### config.mk
export PLATFORM = sky130hd
export DESIGN_NAME = ppfa_cfg
export DESIGN_NICKNAME = d
export VERILOG_FILES = /design/src/rtl/ppfa_pkg.sv /design/src/rtl/ppfa_cfg.sv
export SDC_FILE = /design/constraint.sdc
export NUM_CORES = 1
export LEC_CHECK = 0
export BUFFER_PORTS_ARGS = -buffer_cell sky130_fd_sc_hd__buf_2
export CAP_MARGIN = 25
export CORE_ASPECT_RATIO = 1.75
export CORE_MARGIN = 2
export CORE_UTILIZATION = 54
export DETAILED_ROUTE_END_ITERATION = 7
export PLACE_DENSITY = 0.91
export RECOVER_POWER = 100
export SYNTH_ARGS = -nofsm -noshare
export SYNTH_HDL_FRONTEND = slang
export SYNTH_SLANG_ARGS = --single-unit
### constraint.sdc
create_clock -name clk -period 1.5 [get_ports clk]
set_input_delay 0.15 -clock clk [delete_from_list [all_inputs] [get_ports clk]]
set_output_delay 0.15 -clock clk [all_outputs]
set_load 0.05 [all_outputs]
### src/rtl/ppfa_pkg.sv
// ppfa_pkg: shared types and constants for the per-axis position pid force block
// no dependencies; imported by every module of the block
`default_nettype none

package ppfa_pkg;

	// register port
	localparam int unsigned REG_W     = 31;
	localparam int unsigned CFG_IDX_W = 3;

	localparam logic [CFG_IDX_W-1:0] REG_PROP_GAIN  = 3'd0;
	localparam logic [CFG_IDX_W-1:0] REG_DERIV_GAIN = 3'd1;
	localparam logic [CFG_IDX_W-1:0] REG_INTEG_GAIN = 3'd2;
	localparam logic [CFG_IDX_W-1:0] REG_BODY_MASS  = 3'd3;
	localparam logic [CFG_IDX_W-1:0] REG_GRAVITY    = 3'd4;

	localparam logic [REG_W-1:0] PROP_GAIN_RST  = 31'd0;
	localparam logic [REG_W-1:0] DERIV_GAIN_RST = 31'd0;
	localparam logic [REG_W-1:0] INTEG_GAIN_RST = 31'd0;
	localparam logic [REG_W-1:0] BODY_MASS_RST  = 31'd65536;
	localparam logic [REG_W-1:0] GRAVITY_RST    = 31'd642908;

	// vertical axis code and 0.0025 in Q0.32
	localparam logic [1:0]       VERTICAL_AXIS = 2'd2;
	localparam logic [REG_W-1:0] STEP_HALF_Q32 = 31'd10737418;

	typedef struct packed {
		logic [REG_W-1:0] prop_gain;
		logic [REG_W-1:0] deriv_gain;
		logic [REG_W-1:0] integ_gain;
		logic [REG_W-1:0] body_mass;
		logic [REG_W-1:0] gravity_accel;
	} cfg_regs_t;

	typedef enum logic [3:0] {
		ST_IDLE,
		ST_ERR,
		ST_MSTEP,
		ST_MDERIV,
		ST_MPROP,
		ST_MINTEG,
		ST_ACC,
		ST_MMASS,
		ST_OUT
	} state_t;

	typedef enum logic [2:0] {
		MUL_STEP,
		MUL_DERIV,
		MUL_PROP,
		MUL_INTEG,
		MUL_MASS
	} mul_sel_t;

	typedef struct packed {
		logic     load_in;
		logic     calc_err;
		logic     mul_en;
		mul_sel_t mul_sel;
		logic     upd_integ;
		logic     acc_add;
		logic     acc_fin;
		logic     load_out;
	} cmd_t;

	typedef struct packed {
		logic axis_ok;
		logic out_busy;
	} stat_t;

endpackage

`default_nettype wire

### src/rtl/ppfa_cfg.sv
// ppfa_cfg: gain, mass and gravity registers behind the plain write port
// depends on ppfa_pkg
`default_nettype none

module ppfa_cfg (
	input  wire logic                           clk,
	input  wire logic                           arst_n,
	input  wire logic                           cfg_we,
	input  wire logic [ppfa_pkg::CFG_IDX_W-1:0] cfg_index,
	input  wire logic [ppfa_pkg::REG_W-1:0]     cfg_data,
	output ppfa_pkg::cfg_regs_t                 regs
);
	import ppfa_pkg::*;

	cfg_regs_t regs_q;

	always_ff @(posedge clk or negedge arst_n) begin
		if (!arst_n) begin
			regs_q.prop_gain     <= PROP_GAIN_RST;
			regs_q.deriv_gain    <= DERIV_GAIN_RST;
			regs_q.integ_gain    <= INTEG_GAIN_RST;
			regs_q.body_mass     <= BODY_MASS_RST;
			regs_q.gravity_accel <= GRAVITY_RST;
		end else if (cfg_we) begin
			case (cfg_index)
				REG_PROP_GAIN:  regs_q.prop_gain     <= cfg_data;
				REG_DERIV_GAIN: regs_q.deriv_gain    <= cfg_data;
				REG_INTEG_GAIN: regs_q.integ_gain    <= cfg_data;
				REG_BODY_MASS:  regs_q.body_mass     <= cfg_data;
				REG_GRAVITY:    regs_q.gravity_accel <= cfg_data;
				default: ;
			endcase
		end
	end

	assign regs = regs_q;

endmodule

`default_nettype wire

==> impl_metrics.py <==
metrics = {
    "final_layout": {
        "fillers": 743,
        "syn_to_final_growth_pct": 27.3,
        "fin_util": 0.703,
        "largest_reg_flops": 155,
        "diodes": 0,
        "drive_above_1_share": 0.699,
        "final_nets": 576,
    },
    "grt": {
        "grt_pass1_wl_um": 22200,
        "grt_pass1_vias": 4217,
        "grt_overflow": 0,
        "grt_usage": 0.247,
        "antenna_found_initial": 0,
        "grt_max_degree": 56,
    },
    "clock_network": {
        "clkSlewWorstSetupHoldPaths_ps": 60,
        "postCtsSetupBuffers": 0,
        "htree_levels": 4,
        "cts.sink_count": 155,
        "cts_root_buf": "clkbuf_16",
        "cts_tree": "done",
        "hold_buffers": 1,
        "cts-buffers-inserted": 17,
        "cts_resized": 0,
        "clk_latency_ps": 410,
        "cts_buffer_depth": 2,
    },
    "worst_setup_path": {
        "crit_buf_inv": 1,
        "cp_data_arrival_time_ps": 1220,
        "crit_path_start_kind": "register",
        "crit_chain": "clkbuf_2",
        "slowest_stage": "dfstp_2",
        "cp_max_fo": 2,
        "crit_required_ps": 1350,
        "worst-setup-path-type": "reg -> out",
        "cp-end-kind": "primary output",
        "critPathMaxStageDelay_ps": 540,
        "path_delay_family": "flip-flops",
    },
    "synth": {
        "ys_top_cells_by_area": "dfrtp_1, mux2_2, dfstp_2",
        "syn_area_per_cell_um2": 17.8,
        "synth_top_area_share": 0.605,
        "yosys.area.top_type": "dfrtp_1",
        "synth-edff-count": 0,
        "yosysSeqAreaShare": 0.663,
        "async_reset_ff_frac": 1.00,
        "yosysMostFrequentCell": "mux2_2",
        "ys_warn_count": 0,
        "ys_seq_elements": 155,
        "synth_flop_cell": "dfrtp_1",
        "ys_types": 9,
        "syn_inst": 330,
        "syn_nets": 367,
        "synth_commonest_cells": "mux2_2, dfrtp_1, dfstp_2",
        "syn_area_mm2": 0.00587,
    },
    "route": {
        "drtIter0Drc": 116,
        "firstDrtPassIters": 4,
        "drc": 0,
        "drtAntennaViolNets": 0,
        "viasPerCell": 5.37,
        "routed_wl_um": 13900,
        "route.vias.total": 3664,
        "routedWlPerCell_um": 20.4,
    },
    "power_and_ir_drop": {
        "vdd_drop_max_uv": 1250,
        "p_sw_mw": 6.40,
        "leakagePower_nw": 3.60,
        "p_comb_frac": 0.366,
        "p_seq_frac": 0.375,
        "switching_share": 0.421,
        "power_mw": 15.2,
        "powerDensity_mw_per_mm2": 2030,
        "clock_power_share": 0.259,
        "internal_power_mw": 8.80,
    },
    "sta": {
        "layout_setup_ws_ps": 126,
        "hold_violations": 0,
        "rsz0062_at_grt": "false",
        "clock.fmax_mhz": 728,
        "min_period_over_period": 0.916,
        "hold_ws_ps": 26.1,
        "drv_slew": 0,
        "fin_setup_tns_ps": 0,
        "setup_violations": 0,
        "clock_skew_ps": 0,
        "min_period_ps": 1370,
        "worst_pin_slew_ps": 827,
        "slew_headroom": 0.449,
    },
    "floorplan": {
        "ios": 192,
        "die_height_um": 142,
        "die_x_um": 82.8,
        "num_rows": 50,
        "die_area_mm2": 0.0118,
        "core_mm2": 0.0106,
        "initial_core_util": 0.552,
    },
    "place": {
        "port_buffers": 191,
        "pre_cts_ws_ps": 107,
        "dp_hpwl_um": 10000,
        "routabilityCongestion": 0.815,
    },
    "flow_run": {
        "cap_violations": 0,
    },
    "outcome": {
        "status": "finished clean",
    },
    "min_path": {
        "hp-class": "in -> reg",
    },
}
-- power by group through the flow --
stage | sequential, mW | clock (mW) | combinational [mW]
final | 5.69 | 3.94 | 5.57
after global routing | 5.80 | 4.19 | 5.74
after CTS | 5.67 | 4.00 | 5.68
after detailed placement | 5.72 | 0 | 5.66
after global placement | 5.66 | 0 | 5.53
after floorplan | 8.97 | 0 | 0.869
-- cell families (layout without fill, tap and decap cells) --
kind of cell	Yosys count	count (layout)	synth area share
buf+inv	15	237	0.0256
flops	155	155	0.663
simple gates	5	5	0.0139
mux	155	155	0.297
-- metal layers --
layer / vias up / global-route usage / share of wire
li1: 1599 / - / -
met1: 1886 / 0.263 / 0.35
met2: 141 / 0.452 / 0.57
met3: 38 / 0.0626 / 0.046
met4: 0 / 0.122 / 0.034
met5: - / 0 / 0
-- cell type report --
cell class	instances	area [um^2]	area share
flip-flops and latches	155	3890	0.521
multi-input cells	160	1820	0.243
repair buffers	205	1050	0.141
clock buffers	21	450	0.0603
well taps	130	163	0.0218
clock inverters	11	98.8	0.0132
-- path summary, 6_finish.rpt --
path | start | slack, ps | cells past startpoint | end
hold / removal | cfg_data[11] | 30 | 2 | regs[73]$_DFFE_PN0P_
min in group asynchronous | arst_n | 270 | 2 | regs[56]$_DFFE_PN0P_
setup / recovery | regs[10]$_DFFE_PN1P_ | 130 | 1 | regs[10]
hold reg to reg | regs[65]$_DFFE_PN0P_ | 490 | 1 | regs[65]$_DFFE_PN0P_
max in group asynchronous | arst_n | 300 | 3 | regs[6]$_DFFE_PN1P_
setup reg to reg | regs[121]$_DFFE_PN0P_ | 670 | 1 | regs[121]$_DFFE_PN0P_
-- cells in the final DEF, fill, tap and decap left out --
master,count
dfstp_2,13
clkbuf_1,9
dfrtp_1,142
clkbuf_16,17
nand4b_1,1
clkbuf_4,1
and4bb_1,3
clkinv_2,4
buf_6,2
clkbuf_2,160
clkinv_4,3
clkinvlp_4,3
dlygate4sd3_1,1
clkbuf_8,1
mux2_1,10
nor4b_4,1
buf_12,1
mux2_2,145
buf_2,34
bufinv_16,1
-- per-stage QoR --
step | area (um^2) | std cells
final | 7480 | 682
after global routing | 7480 | 682
after CTS | 7630 | 682
after detailed placement | 7070 | 649
after global placement | 7070 | 649
after floorplan | 5870 | 330
(Power assumes the default switching activity.)
