File: config.mk
export PLATFORM = sky130hd
export DESIGN_NAME = ppfa_ctrl
export DESIGN_NICKNAME = d
export VERILOG_FILES = /design/src/rtl/ppfa_pkg.sv /design/src/rtl/ppfa_ctrl.sv
export SDC_FILE = /design/constraint.sdc
export NUM_CORES = 1
export LEC_CHECK = 0
export BUFFER_PORTS_ARGS = -buffer_cell sky130_fd_sc_hd__buf_4
export CAP_MARGIN = 20
export CORE_AREA = 3 3 40 42
export DETAILED_ROUTE_END_ITERATION = 12
export DIE_AREA = 0 0 43 45
export MAX_ROUTING_LAYER = met4
export SLEW_MARGIN = 20
export SYNTH_ARGS = -nofsm -noshare
export SYNTH_HDL_FRONTEND = slang
export SYNTH_SLANG_ARGS = --single-unit
File: constraint.sdc
create_clock -name clk -period 2.2 [get_ports clk]
set_clock_uncertainty 0.15 [all_clocks]
set_input_delay 0.22 -clock clk [delete_from_list [all_inputs] [get_ports clk]]
set_output_delay 0.22 -clock clk [all_outputs]
set_load 0.05 [all_outputs]
File: src/rtl/ppfa_pkg.sv
// ppfa_pkg: shared types and constants for the per-axis position pid force block
// no dependencies; imported by every module of the block
`default_nettype none

package ppfa_pkg;

	// register port
	localparam int unsigned REG_W     = 31;
	localparam int unsigned CFG_IDX_W = 3;

	localparam logic [CFG_IDX_W-1:0] REG_PROP_GAIN  = 3'd0;
	localparam logic [CFG_IDX_W-1:0] REG_DERIV_GAIN = 3'd1;
	localparam logic [CFG_IDX_W-1:0] REG_INTEG_GAIN = 3'd2;
	localparam logic [CFG_IDX_W-1:0] REG_BODY_MASS  = 3'd3;
	localparam logic [CFG_IDX_W-1:0] REG_GRAVITY    = 3'd4;

	localparam logic [REG_W-1:0] PROP_GAIN_RST  = 31'd0;
	localparam logic [REG_W-1:0] DERIV_GAIN_RST = 31'd0;
	localparam logic [REG_W-1:0] INTEG_GAIN_RST = 31'd0;
	localparam logic [REG_W-1:0] BODY_MASS_RST  = 31'd65536;
	localparam logic [REG_W-1:0] GRAVITY_RST    = 31'd642908;

	// vertical axis code and 0.0025 in Q0.32
	localparam logic [1:0]       VERTICAL_AXIS = 2'd2;
	localparam logic [REG_W-1:0] STEP_HALF_Q32 = 31'd10737418;

	typedef struct packed {
		logic [REG_W-1:0] prop_gain;
		logic [REG_W-1:0] deriv_gain;
		logic [REG_W-1:0] integ_gain;
		logic [REG_W-1:0] body_mass;
		logic [REG_W-1:0] gravity_accel;
	} cfg_regs_t;

	typedef enum logic [3:0] {
		ST_IDLE,
		ST_ERR,
		ST_MSTEP,
		ST_MDERIV,
		ST_MPROP,
		ST_MINTEG,
		ST_ACC,
		ST_MMASS,
		ST_OUT
	} state_t;

	typedef enum logic [2:0] {
		MUL_STEP,
		MUL_DERIV,
		MUL_PROP,
		MUL_INTEG,
		MUL_MASS
	} mul_sel_t;

	typedef struct packed {
		logic     load_in;
		logic     calc_err;
		logic     mul_en;
		mul_sel_t mul_sel;
		logic     upd_integ;
		logic     acc_add;
		logic     acc_fin;
		logic     load_out;
	} cmd_t;

	typedef struct packed {
		logic axis_ok;
		logic out_busy;
	} stat_t;

endpackage

`default_nettype wire

File: src/rtl/ppfa_ctrl.sv
// ppfa_ctrl: sequencer that steps one word through the shared multiplier
// depends on ppfa_pkg
`default_nettype none

module ppfa_ctrl (
	input  wire logic           clk,
	input  wire logic           arst_n,
	input  wire logic           in_valid,
	output logic                in_stall,
	input  wire ppfa_pkg::stat_t stat,
	output ppfa_pkg::cmd_t      cmd
);
	import ppfa_pkg::*;

	state_t state_q, state_d;

	always_ff @(posedge clk or negedge arst_n) begin
		if (!arst_n) begin
			state_q <= ST_IDLE;
		end else begin
			state_q <= state_d;
		end
	end

	always_comb begin
		state_d  = state_q;
		cmd      = '0;
		cmd.mul_sel = MUL_STEP;
		in_stall = 1'b1;
		case (state_q)
			ST_IDLE: begin
				in_stall = 1'b0;
				if (in_valid) begin
					cmd.load_in = 1'b1;
					state_d     = ST_ERR;
				end
			end
			ST_ERR: begin
				cmd.calc_err = 1'b1;
				// an axis with no state goes straight out with zero force
				state_d = stat.axis_ok ? ST_MSTEP : ST_OUT;
			end
			ST_MSTEP: begin
				cmd.mul_en  = 1'b1;
				cmd.mul_sel = MUL_STEP;
				state_d     = ST_MDERIV;
			end
			ST_MDERIV: begin
				cmd.mul_en    = 1'b1;
				cmd.mul_sel   = MUL_DERIV;
				cmd.upd_integ = 1'b1;
				state_d       = ST_MPROP;
			end
			ST_MPROP: begin
				cmd.mul_en  = 1'b1;
				cmd.mul_sel = MUL_PROP;
				cmd.acc_add = 1'b1;
				state_d     = ST_MINTEG;
			end
			ST_MINTEG: begin
				cmd.mul_en  = 1'b1;
				cmd.mul_sel = MUL_INTEG;
				cmd.acc_add = 1'b1;
				state_d     = ST_ACC;
			end
			ST_ACC: begin
				cmd.acc_add = 1'b1;
				cmd.acc_fin = 1'b1;
				state_d     = ST_MMASS;
			end
			ST_MMASS: begin
				cmd.mul_en  = 1'b1;
				cmd.mul_sel = MUL_MASS;
				state_d     = ST_OUT;
			end
			ST_OUT: begin
				if (!stat.out_busy) begin
					cmd.load_out = 1'b1;
					state_d      = ST_IDLE;
				end
			end
			default: begin
				state_d = ST_IDLE;
			end
		endcase
	end

endmodule

`default_nettype wire

==> impl_results.md, run 1 <==
* Status: completed
* Largest regs: state_q: 4 flops
* Fmax at 549 MHz
* Fin Setup TNS at 0 ps
* Clock tree sinks at 4
* Share of cells above drive strength 1 at around 36%
* Num CTS Buffers at 3
* Overall routing resource usage at under 10%
* Largest area contributor in the netlist: dfrtp_1
* Number of different library cells in the post-synthesis netlist at 18
* CTS tree: yes
* Reg-to-Reg End: state_q[1]
* First-pass GRT wire length at 1240 um
* Row count at 13
* Drt drc at 0
* Max-slew violations at 0
* Vias per cell at about 4.6
* Layout Cells excl Fill at 70
* Post-Syn Area at 293 um2
* Commonest non-fill, non-tap cell in the layout: buf_4
* Vias at 324
* Inserted Diodes at 0
* CP Data Arrival Time at 1450 ps
* Largest Register: state_q
* Congestion Overflow GR at 0
* RD Place Congestion at roughly 0.74
* Ranking of synthesized cells by area: dfrtp_1 34%, nor2_1 12%, nor3_1 8.5%
* Largest net degree at the start of global routing at 12
* WL per Instance at 10.1 um
* Initial antenna violation count at 0
* Yosys top cell area share at 34.2%
* R2R Path Start: state_q[1]
* Syn nets at 44
* Clock tree buffer depth at 2
* H-tree depth at 1
* Number of synthesized register bits at 4
* Max-Cap Viols at 0
* Boundary Pins at 16
* Worst-Margin Slew at 333 ps
* Most frequent cells in the layout: 15 x buf_4, 9 x nor2_1, 5 x nor3_1
* Min cycle time layout at 1820 ps
* Final hold slack at 131 ps
* CTS Root Buffer Type: clkbuf_4
* Cells after Synth at 39
* Clk slew on worst S/H paths at 40 ps
* Req. time, crit path at 1830 ps
* Post-cts resize count at 0
* Avg Inst Size Synth at 7.51 um2
* I/O Buffers at 15
* CP Capture Type: output port
* Die Span X at 43 um
* Die Area at 1940 um2
* Routed WL at 709 um
* Final HPWL DP at 520 um
* Clk_lat worst skew at 230 ps
* Nets at 62
* Vias in the first global route at 301
* Sequential area share after synthesis at 34.2%
* CP max FO at 11
* Worst R2R Path Depth at 2
* CP startpoint kind: flip-flop
* Die height at 45 um
* Min-Delay Path Class: primary input to flip-flop
* Largest register FFs at 4
* Initial DRC Count at 3
* Internal reg-to-reg setup slack at between 900 and 1000 ps
* Synth Warn # at 0
* DRT Pass-1 Iters at 2
* Area growth from synthesis to layout at 49.1%
* Final Hold Viols at 0
* Slew Limit Headroom at 77.8%
* Initial Utilization at a little under a quarter
* Fin util at roughly a third
* Final Cycle Share at 82.8%
* Worst setup startpoint: state_q[1]
* Dpl cells at 66
* Core area at 1280 um2
* Hold path cells at 3
* DRT antenna net count at 0
* Crit path capture: cmd[7]
* Setup violators final at 0
* RSZ-0062 raised after global routing: false
* CP Class: flip-flop to output port
worst min-delay path by stage:
stage	from	end	slack (ps)
after floorplan	arst_n	state_q[0]	-230
after global placement	arst_n	state_q[0]	-130
after detailed placement	arst_n	state_q[0]	-130
after CTS	stat[0]	state_q[3]	130
after global routing	stat[0]	state_q[3]	130
final	in_valid	state_q[0]	130
metal layers:
layer  track usage (%)  part of all wire, %
met1              10.7                   46
met2              12.3                   44
met3              3.98                  7.8
met4              7.23                  2.4
met5                 -                    0
synth_stat cells:
library cell  count
a21oi_1           3
and2_2            1
and3_1            1
and4bb_1          1
buf_2             1
buf_4             2
dfrtp_1           4
inv_1             1
nand2_1           2
nand2b_1          2
nand4_1           1
nor2_1            9
nor2b_1           1
nor3_1            5
o21ai_0           1
o21ai_1           1
or2b_2            1
xnor2_1           2
critical path, stage by stage (launching register included):
cell and delay, ps:
dfrtp_1 510, or2b_2 360, nor2_1 90, nor3_1 50
buf_4 200
layout make-up:
type	count	area, um2
tap	15	18.8
inverter	1	3.75
timing repair buffer	16	123
sequential	4	100
clock buffer	3	22.5
multi-input combinational	31	169
fill	149	848
logic make-up (layout without fill, tap and decap cells):
family | count (synthesis) | in the layout | share of synthesized area (%)
xor+xnor | 2 | 2 | 5.98
simple gates | 24 | 24 | 43.2
compound gates | 5 | 5 | 8.54
buf+inv | 4 | 20 | 8.12
flops | 4 | 4 | 34.2
through the flow:
step                      setup WS, ps  area (um2)
after floorplan                   99.2         293
after global placement             654         404
after detailed placement           635         404
after CTS                          379         437
after global routing               293         437
final                              379         437
what timing repair did:
action / 4_1_cts / 5_1_grt
buffers inserted: 0 / 0
hold buffers: 1 / 0
endpoints found under the hold margin: 4 / 0
Power of run 1 is left out: the tool's default activity adds up to more than one toggle a clock period on the data nets, which glitch-free logic cannot reach.
==> run 2, diff against run 1 <==
--- a/config.mk
+++ b/config.mk
@@ -5,6 +5,7 @@
 export SDC_FILE = /design/constraint.sdc
 export NUM_CORES = 1
 export LEC_CHECK = 0
+export ABC_AREA = 1
 export BUFFER_PORTS_ARGS = -buffer_cell sky130_fd_sc_hd__buf_4
 export CAP_MARGIN = 20
 export CORE_AREA = 3 3 40 42
==> constraint.sdc (replaced) <==
create_clock -name clk -period 1.5 [get_ports clk]
set_clock_uncertainty 0.15 [all_clocks]
set_input_delay 0.15 -clock clk [delete_from_list [all_inputs] [get_ports clk]]
set_output_delay 0.15 -clock clk [all_outputs]
set_load 0.05 [all_outputs]
==> run 2 against run 1 <==
Effect of this change: the run now ends with negative setup slack left; register-to-register slack lost 780 ps; synthesized area shrank 3.8%; first-iteration DRC count grew to 4.0 times the previous value; die area is the same; largest cell class is now non-clock buffers; utilization grew 14 points; synthesized cell count grew 15%; critical path depth is the same; worst setup slack lost 400 ps; final area grew 40%; highest routed layer unchanged; hold slack lost 99 ps.
==> impl_results.md, run 2 <==
* Final HPWL DP at 661 um (+27%)
* Largest regs: state_q: 4 flops
* Largest net degree at the start of global routing at 7 (-5)
* CP Data Arrival Time at 1220 ps (-230 ps)
* Die height at 45 um (unchanged)
* Most frequent cells in the layout: 14 x buf_4, 8 x buf_6, 6 x nand2_1
* Synth Warn # at 0 (unchanged)
* Worst R2R Path Depth at 6 (+4)
* Drt drc at 0 (unchanged)
* Number of synthesized flops with an enable pin at 0 (unchanged)
* Register Area at 104 um2 (+3.8%)
* RSZ-0062 raised after global routing: true
* Sequential area share after synthesis at 35.6% (+1.4 points)
* Routed WL at 1000 um (+41%)
* Largest Register: state_q
* Overall routing resource usage at 11.1% (+1.9 points)
* Reg-to-Reg End: state_q[0]
* Inserted Diodes at 0 (unchanged)
* Nets at 79 (+27%)
* R2R Path Start: state_q[1]
* Slew Limit Headroom at 88.0% (+10 points)
* Largest area contributor in the netlist: dfrtp_1
* H-tree depth at 1 (unchanged)
* Share of cells above drive strength 1 at 68.1% (+32 points)
* CTS Root Buffer Type: clkbuf_4
* Setup violators final at 2 (+2)
* Post-synth ARST share at 100% (unchanged)
* Area of the multi-input gates at 203 um2 (+20%)
* Avg Inst Size Synth at 6.26 um2 (-17%)
* Final Worst Setup Slack at -16.5 ps (-396 ps)
* Worst-Margin Slew at 180 ps (-154 ps)
* Crit path capture: cmd[4]
* RD Place Congestion at 0.807 (+8.8%)
* Syn nets at 50 (+14%)
* Placed Instance Area at 442 um2 (+9.3%)
* CP max FO at 5 (-6)
* CTS tree: yes
* WL per Instance at 11.5 um (+14%)
* I/O Buffers at 15 (unchanged)
* Mux cell area share after synthesis at 0% (unchanged)
* Synth Area in Compound Gates at 7.11% (-1.4 points)
* Core area at 1280 um2 (unchanged)
* Clock tree buffer depth at 2 (unchanged)
* Number of synthesized register bits at 4 (unchanged)
* CP Class: flip-flop to output port
* Num CTS Buffers at 3 (unchanged)
* Internal reg-to-reg setup slack at 180 ps (-780 ps)
* Congestion Overflow GR at 0 (unchanged)
* Final Cycle Share at 101%
* Req. time, crit path at 1200 ps (-630 ps)
* Cells after Synth at 45 (+15%)
* CP Capture Type: output port
* Boundary Pins at 16 (unchanged)
* Vias per cell at 4.70 (+1.6%)
* DRT antenna net count at 0 (unchanged)
* Clock tree sinks at 4 (unchanged)
* DRT Pass-1 Iters at 4 (+2)
* Min cycle time layout at 1520 ps
* Fin util at 47.5% (+14 points)
* Adder-Cell Fraction of Synth Area at 0% (unchanged)
* Simple-Gate Fraction of Synth Area at 44.0% (+0.84 points)
* Initial Utilization at 21.9% (-0.88 points)
* Most frequent cell after synthesis: nand2_1
* Worst setup startpoint: state_q[1]
* First-pass GRT wire length at 1520 um (+23%)
* Fin area at 611 um2 (+40%)
* Die Area at 1940 um2 (unchanged)
* Fillers at 132 (-11%)
* Commonest non-fill, non-tap cell in the layout: buf_4
* Yosys top cell area share at 35.6% (+1.4 points)
* Pre-CTS setup slack at 97.8 ps (-537 ps)
* Vias at 409 (+26%)
* Clk slew on worst S/H paths at 40 ps (about the same)
* Max-Cap Viols at 0 (unchanged)
* Min-Delay Path Class: primary input to flip-flop
* Main flop type after synthesis: dfrtp_1
* Failing checks: negative setup slack
* Initial DRC Count at 12 (+9)
* Vias in the first global route at 383 (+27%)
* Number of different library cells in the post-synthesis netlist at 11 (-7)
* Final Hold Viols at 0 (unchanged)
* Final hold slack at 32.7 ps (-98.8 ps)
* Clk_lat worst skew at 240 ps (about the same)
* Initial antenna violation count at 0 (unchanged)
* Row count at 13 (unchanged)
* Status: finished with violations
* CP startpoint kind: flip-flop
* Largest register FFs at 4 (unchanged)
* Max-slew violations at 0 (unchanged)
* Ranking of synthesized cells by area: dfrtp_1 36%, nand2_1 16%, inv_1 12%
* Area growth from synthesis to layout at 117%
* Post-Syn Area at 282 um2 (-3.8%)
* Largest family of logic cells by synthesized area: simple AND/OR/NAND/NOR gates
* XOR/XNOR Fraction of Synth Area at 0% (-6.0 points)
* Fmax at 659 MHz
* Die Span X at 43 um (unchanged)
* Top cells by count, synth: 12 x nand2_1, 9 x inv_1, 7 x nor2_1
-- run 2: worst min path at each step --
stage	from	endpoint	slack [ps]	depth (start not counted)
finish	stat[1]	state_q[3]	30	4
global route	stat[1]	state_q[3]	70	4
detailed placement	arst_n	state_q[1]	-200	1
floorplan	arst_n	state_q[0]	-300	0
CTS	stat[1]	state_q[3]	30	4
global placement	arst_n	state_q[0]	-200	1
-- run 2: critical path: stages (launching register included) --
cell	delay, ps
dfrtp_1	420
inv_2	140
nand4_1	150
nand2_1	110
buf_6	160
-- run 2: cell type report --
cell class | count | area share, %
clock buffer | 3 | 3.69
inverter | 10 | 6.97
multi-input combinational | 31 | 33.2
sequential | 4 | 17.0
tap | 15 | 3.07
timing repair buffer | 24 | 36.1
-- run 2: per-stage QoR --
stage          TNS (ps)  cells
2_1_floorplan      -146     45
6_report          -18.1     87
4_1_cts           -74.6     81
3_3_place_gp          0     76
3_5_place_dp          0     76
5_1_grt            -401     87
-- run 2: cell families (layout without fill, tap and decap cells) --
logic type      count (synthesis)  after routing
simple gates                   28             28
flops                           4              4
compound gates                  3              3
buf+inv                        10             37
-- run 2: timing repair --
item / in CTS / in global routing
pin swaps: 3 / 5
hold buffers: 1 / 0
endpoints found under the hold margin: 4 / 0
setup buffers: 1 / 6
setup endpoints to repair: 10 / 11
resized for setup: 18 / 13
-- run 2: per-layer routing --
metal | vias up | wire, um | global-route usage (%)
li1 | 199 | - | -
met1 | 189 | 379 | 12.7
met2 | 17 | 538 | 16.8
met3 | 4 | 62 | 1.20
met4 | 0 | 21 | 10.8
met5 | - | 0 | -
Power of run 2 is left out for the same reason.
==> run 3, diff against run 2 <==
--- a/config.mk
+++ b/config.mk
@@ -8,9 +8,9 @@
 export ABC_AREA = 1
 export BUFFER_PORTS_ARGS = -buffer_cell sky130_fd_sc_hd__buf_4
 export CAP_MARGIN = 20
-export CORE_AREA = 3 3 40 42
+export CORE_AREA = 2 2 39 41
 export DETAILED_ROUTE_END_ITERATION = 12
-export DIE_AREA = 0 0 43 45
+export DIE_AREA = 0 0 41 43
 export MAX_ROUTING_LAYER = met4
 export SLEW_MARGIN = 20
 export SYNTH_ARGS = -nofsm -noshare
==> run 3 against run 2 <==
Effect of this change: the flow still finishes with violations (negative setup slack); register-to-register slack improved by 90 ps; sequential share of layout area rose by 0.60 points; die area fell by 8.9%; count of clock-buffer cells in the layout did not move; critical path type unchanged; highest routed layer unchanged.
==> impl_results.md, run 3 (synthesis results as in run 2) <==
* Worst R2R Path Depth at 5 (-1)
* Drt drc at 0 (unchanged)
* Largest register FFs at 4 (unchanged)
* Core area at 1380 um2 (+7.7%)
* CP Data Arrival Time at 1220 ps (about the same)
* Slowest Stage Delay on Critical Path at 450 ps (+30 ps)
* Fin area at 597 um2 (-2.3%)
* Initial DRC Count at 7 (-5)
* Largest regs: state_q: 4 flops
* CP cell instances: inv_4 > nand2_4 > inv_2 > nand2_1 > inv_1 > buf_6
* Clock tree sinks at 4 (unchanged)
* Vias per cell at 4.41 (-6.3%)
* Vias in the first global route at 385 (+0.52%)
* RSZ-0062 raised after global routing: true
* First-pass GRT wire length at 1470 um (-3.2%)
* Commonest non-fill, non-tap cell in the layout: buf_4
* Fmax at 658 MHz (-0.28%)
* Largest net degree at the start of global routing at 7 (unchanged)
* Max-slew violations at 0 (unchanged)
* CTS Root Buffer Type: clkbuf_4
* CP Capture Type: output port
* Vias at 379 (-7.3%)
* Hold path cells at 3 (-1)
* Congestion Overflow GR at 0 (unchanged)
* Fillers at 139 (+5.3%)
* Max-Cap Viols at 0 (unchanged)
* Num CTS Buffers at 3 (unchanged)
* Status: finished with violations
* Req. time, crit path at 1200 ps (about the same)
* Min-Delay Path Class: primary input to flip-flop
* Clk_lat worst skew at 240 ps (about the same)
* Routed WL at 877 um (-12%)
* Final Cycle Share at 101% (+0.29 points)
* Final HPWL DP at 575 um (-13%)
* Row count at 14 (+1)
* Boundary Pins at 16 (unchanged)
* Area growth from synthesis to layout at 112%
* Final Worst Setup Slack at -20.8 ps (-4.32 ps)
* Die Area at 1760 um2 (-8.9%)
* Min cycle time layout at 1520 ps (+4.32 ps)
* Initial antenna violation count at 0 (unchanged)
* Placed Instance Area at 435 um2 (-1.4%)
* DRT antenna net count at 0 (unchanged)
* Inserted Diodes at 0 (unchanged)
* I/O Buffers at 15 (unchanged)
* Worst-Margin Slew at 182 ps (+2.39 ps)
* Overall routing resource usage at 12.8% (+1.7 points)
* Slowest CP cell: dfrtp_2
* Nets at 77 (-2.5%)
* Setup violators final at 1 (-1)
* Most frequent cells in the layout: 13 x buf_4, 8 x nand2_1, 7 x buf_6
* CP max FO at 6 (+1)
* RD Place Congestion at 0.821 (+1.7%)
* Share of cells above drive strength 1 at 64.3% (-3.8 points)
* WL per Instance at 10.2 um (-11%)
* CP startpoint kind: flip-flop
* Largest Register: state_q
* CP Class: flip-flop to output port
* Failing checks: negative setup slack
* Clock tree buffer depth at 2 (unchanged)
* Slew Limit Headroom at 87.9% (-0.16 points)
* DRT Pass-1 Iters at 4 (unchanged)
* Clk slew on worst S/H paths at 40 ps (about the same)
* Die height at 43 um (-4.4%)
* CTS tree: yes
* Final Hold Viols at 0 (unchanged)
* H-tree depth at 1 (unchanged)
* Initial Utilization at 20.3% (-1.6 points)
* Die Span X at 41 um (-4.7%)
## run 3: layout make-up
type | count | area, um2 | share of cell area (%)
Inverter | 10 | 42.5 | 7.13
Sequential cell | 4 | 105 | 17.6
Multi-Input combinational cell | 31 | 205 | 34.4
Tap cell | 16 | 20.0 | 3.35
Clock buffer | 3 | 22.5 | 3.77
Timing Repair Buffer | 22 | 201 | 33.8
## run 3: path summary, 6_finish.rpt
| kind | slack, ps | to | start |
|---|---|---|---|
| worst min register to register | 530 | state_q[1] | state_q[0] |
| worst max register to register | 270 | state_q[0] | state_q[0] |
| worst max-delay path | -20 | cmd[6] | state_q[3] |
| max in group asynchronous | 1000 | state_q[1] | arst_n |
| worst min-delay path | 50 | state_q[1] | stat[1] |
| min in group asynchronous | 90 | state_q[3] | arst_n |
## run 3: repair_timing
item / 4_1_cts / 5_1_grt
endpoints found under the hold margin: 4 / 0
setup buffers: 2 / 4
gates resized for setup: 21 / 9
hold buffers: 1 / 0
pin swaps: 3 / 1
endpoints found under the setup margin: 10 / 10
## run 3: critical path: cells and delay by family (launching register included)
| kind | cells | cell delay [ps] |
|---|---|---|
| and+or+nand+nor | 2 | 140 |
| buffers and inverters | 4 | 390 |
| DFF | 1 | 450 |
## run 3: routing by layer
layer | global-route usage (%) | vias to the layer above | wire, um
li1 | - | 194 | -
met1 | 15.3 | 162 | 323
met2 | 17.5 | 19 | 466
met3 | 1.57 | 4 | 59
met4 | 12.0 | 0 | 29
met5 | - | - | 0
## run 3: metrics by stage
step	TNS [ps]	instances	util, %	setup WS [ps]	hold slack, ps
after floorplan	-146	45	-	-65.8	-296
after global placement	0	76	31.5	115	-202
after detailed placement	0	76	31.5	107	-201
after CTS	-35.4	82	39.2	-23.1	43.8
after global routing	-332	86	43.1	-74.3	74.6
final	-20.8	86	43.1	-20.8	49.4
Power of run 3 is left out for the same reason.
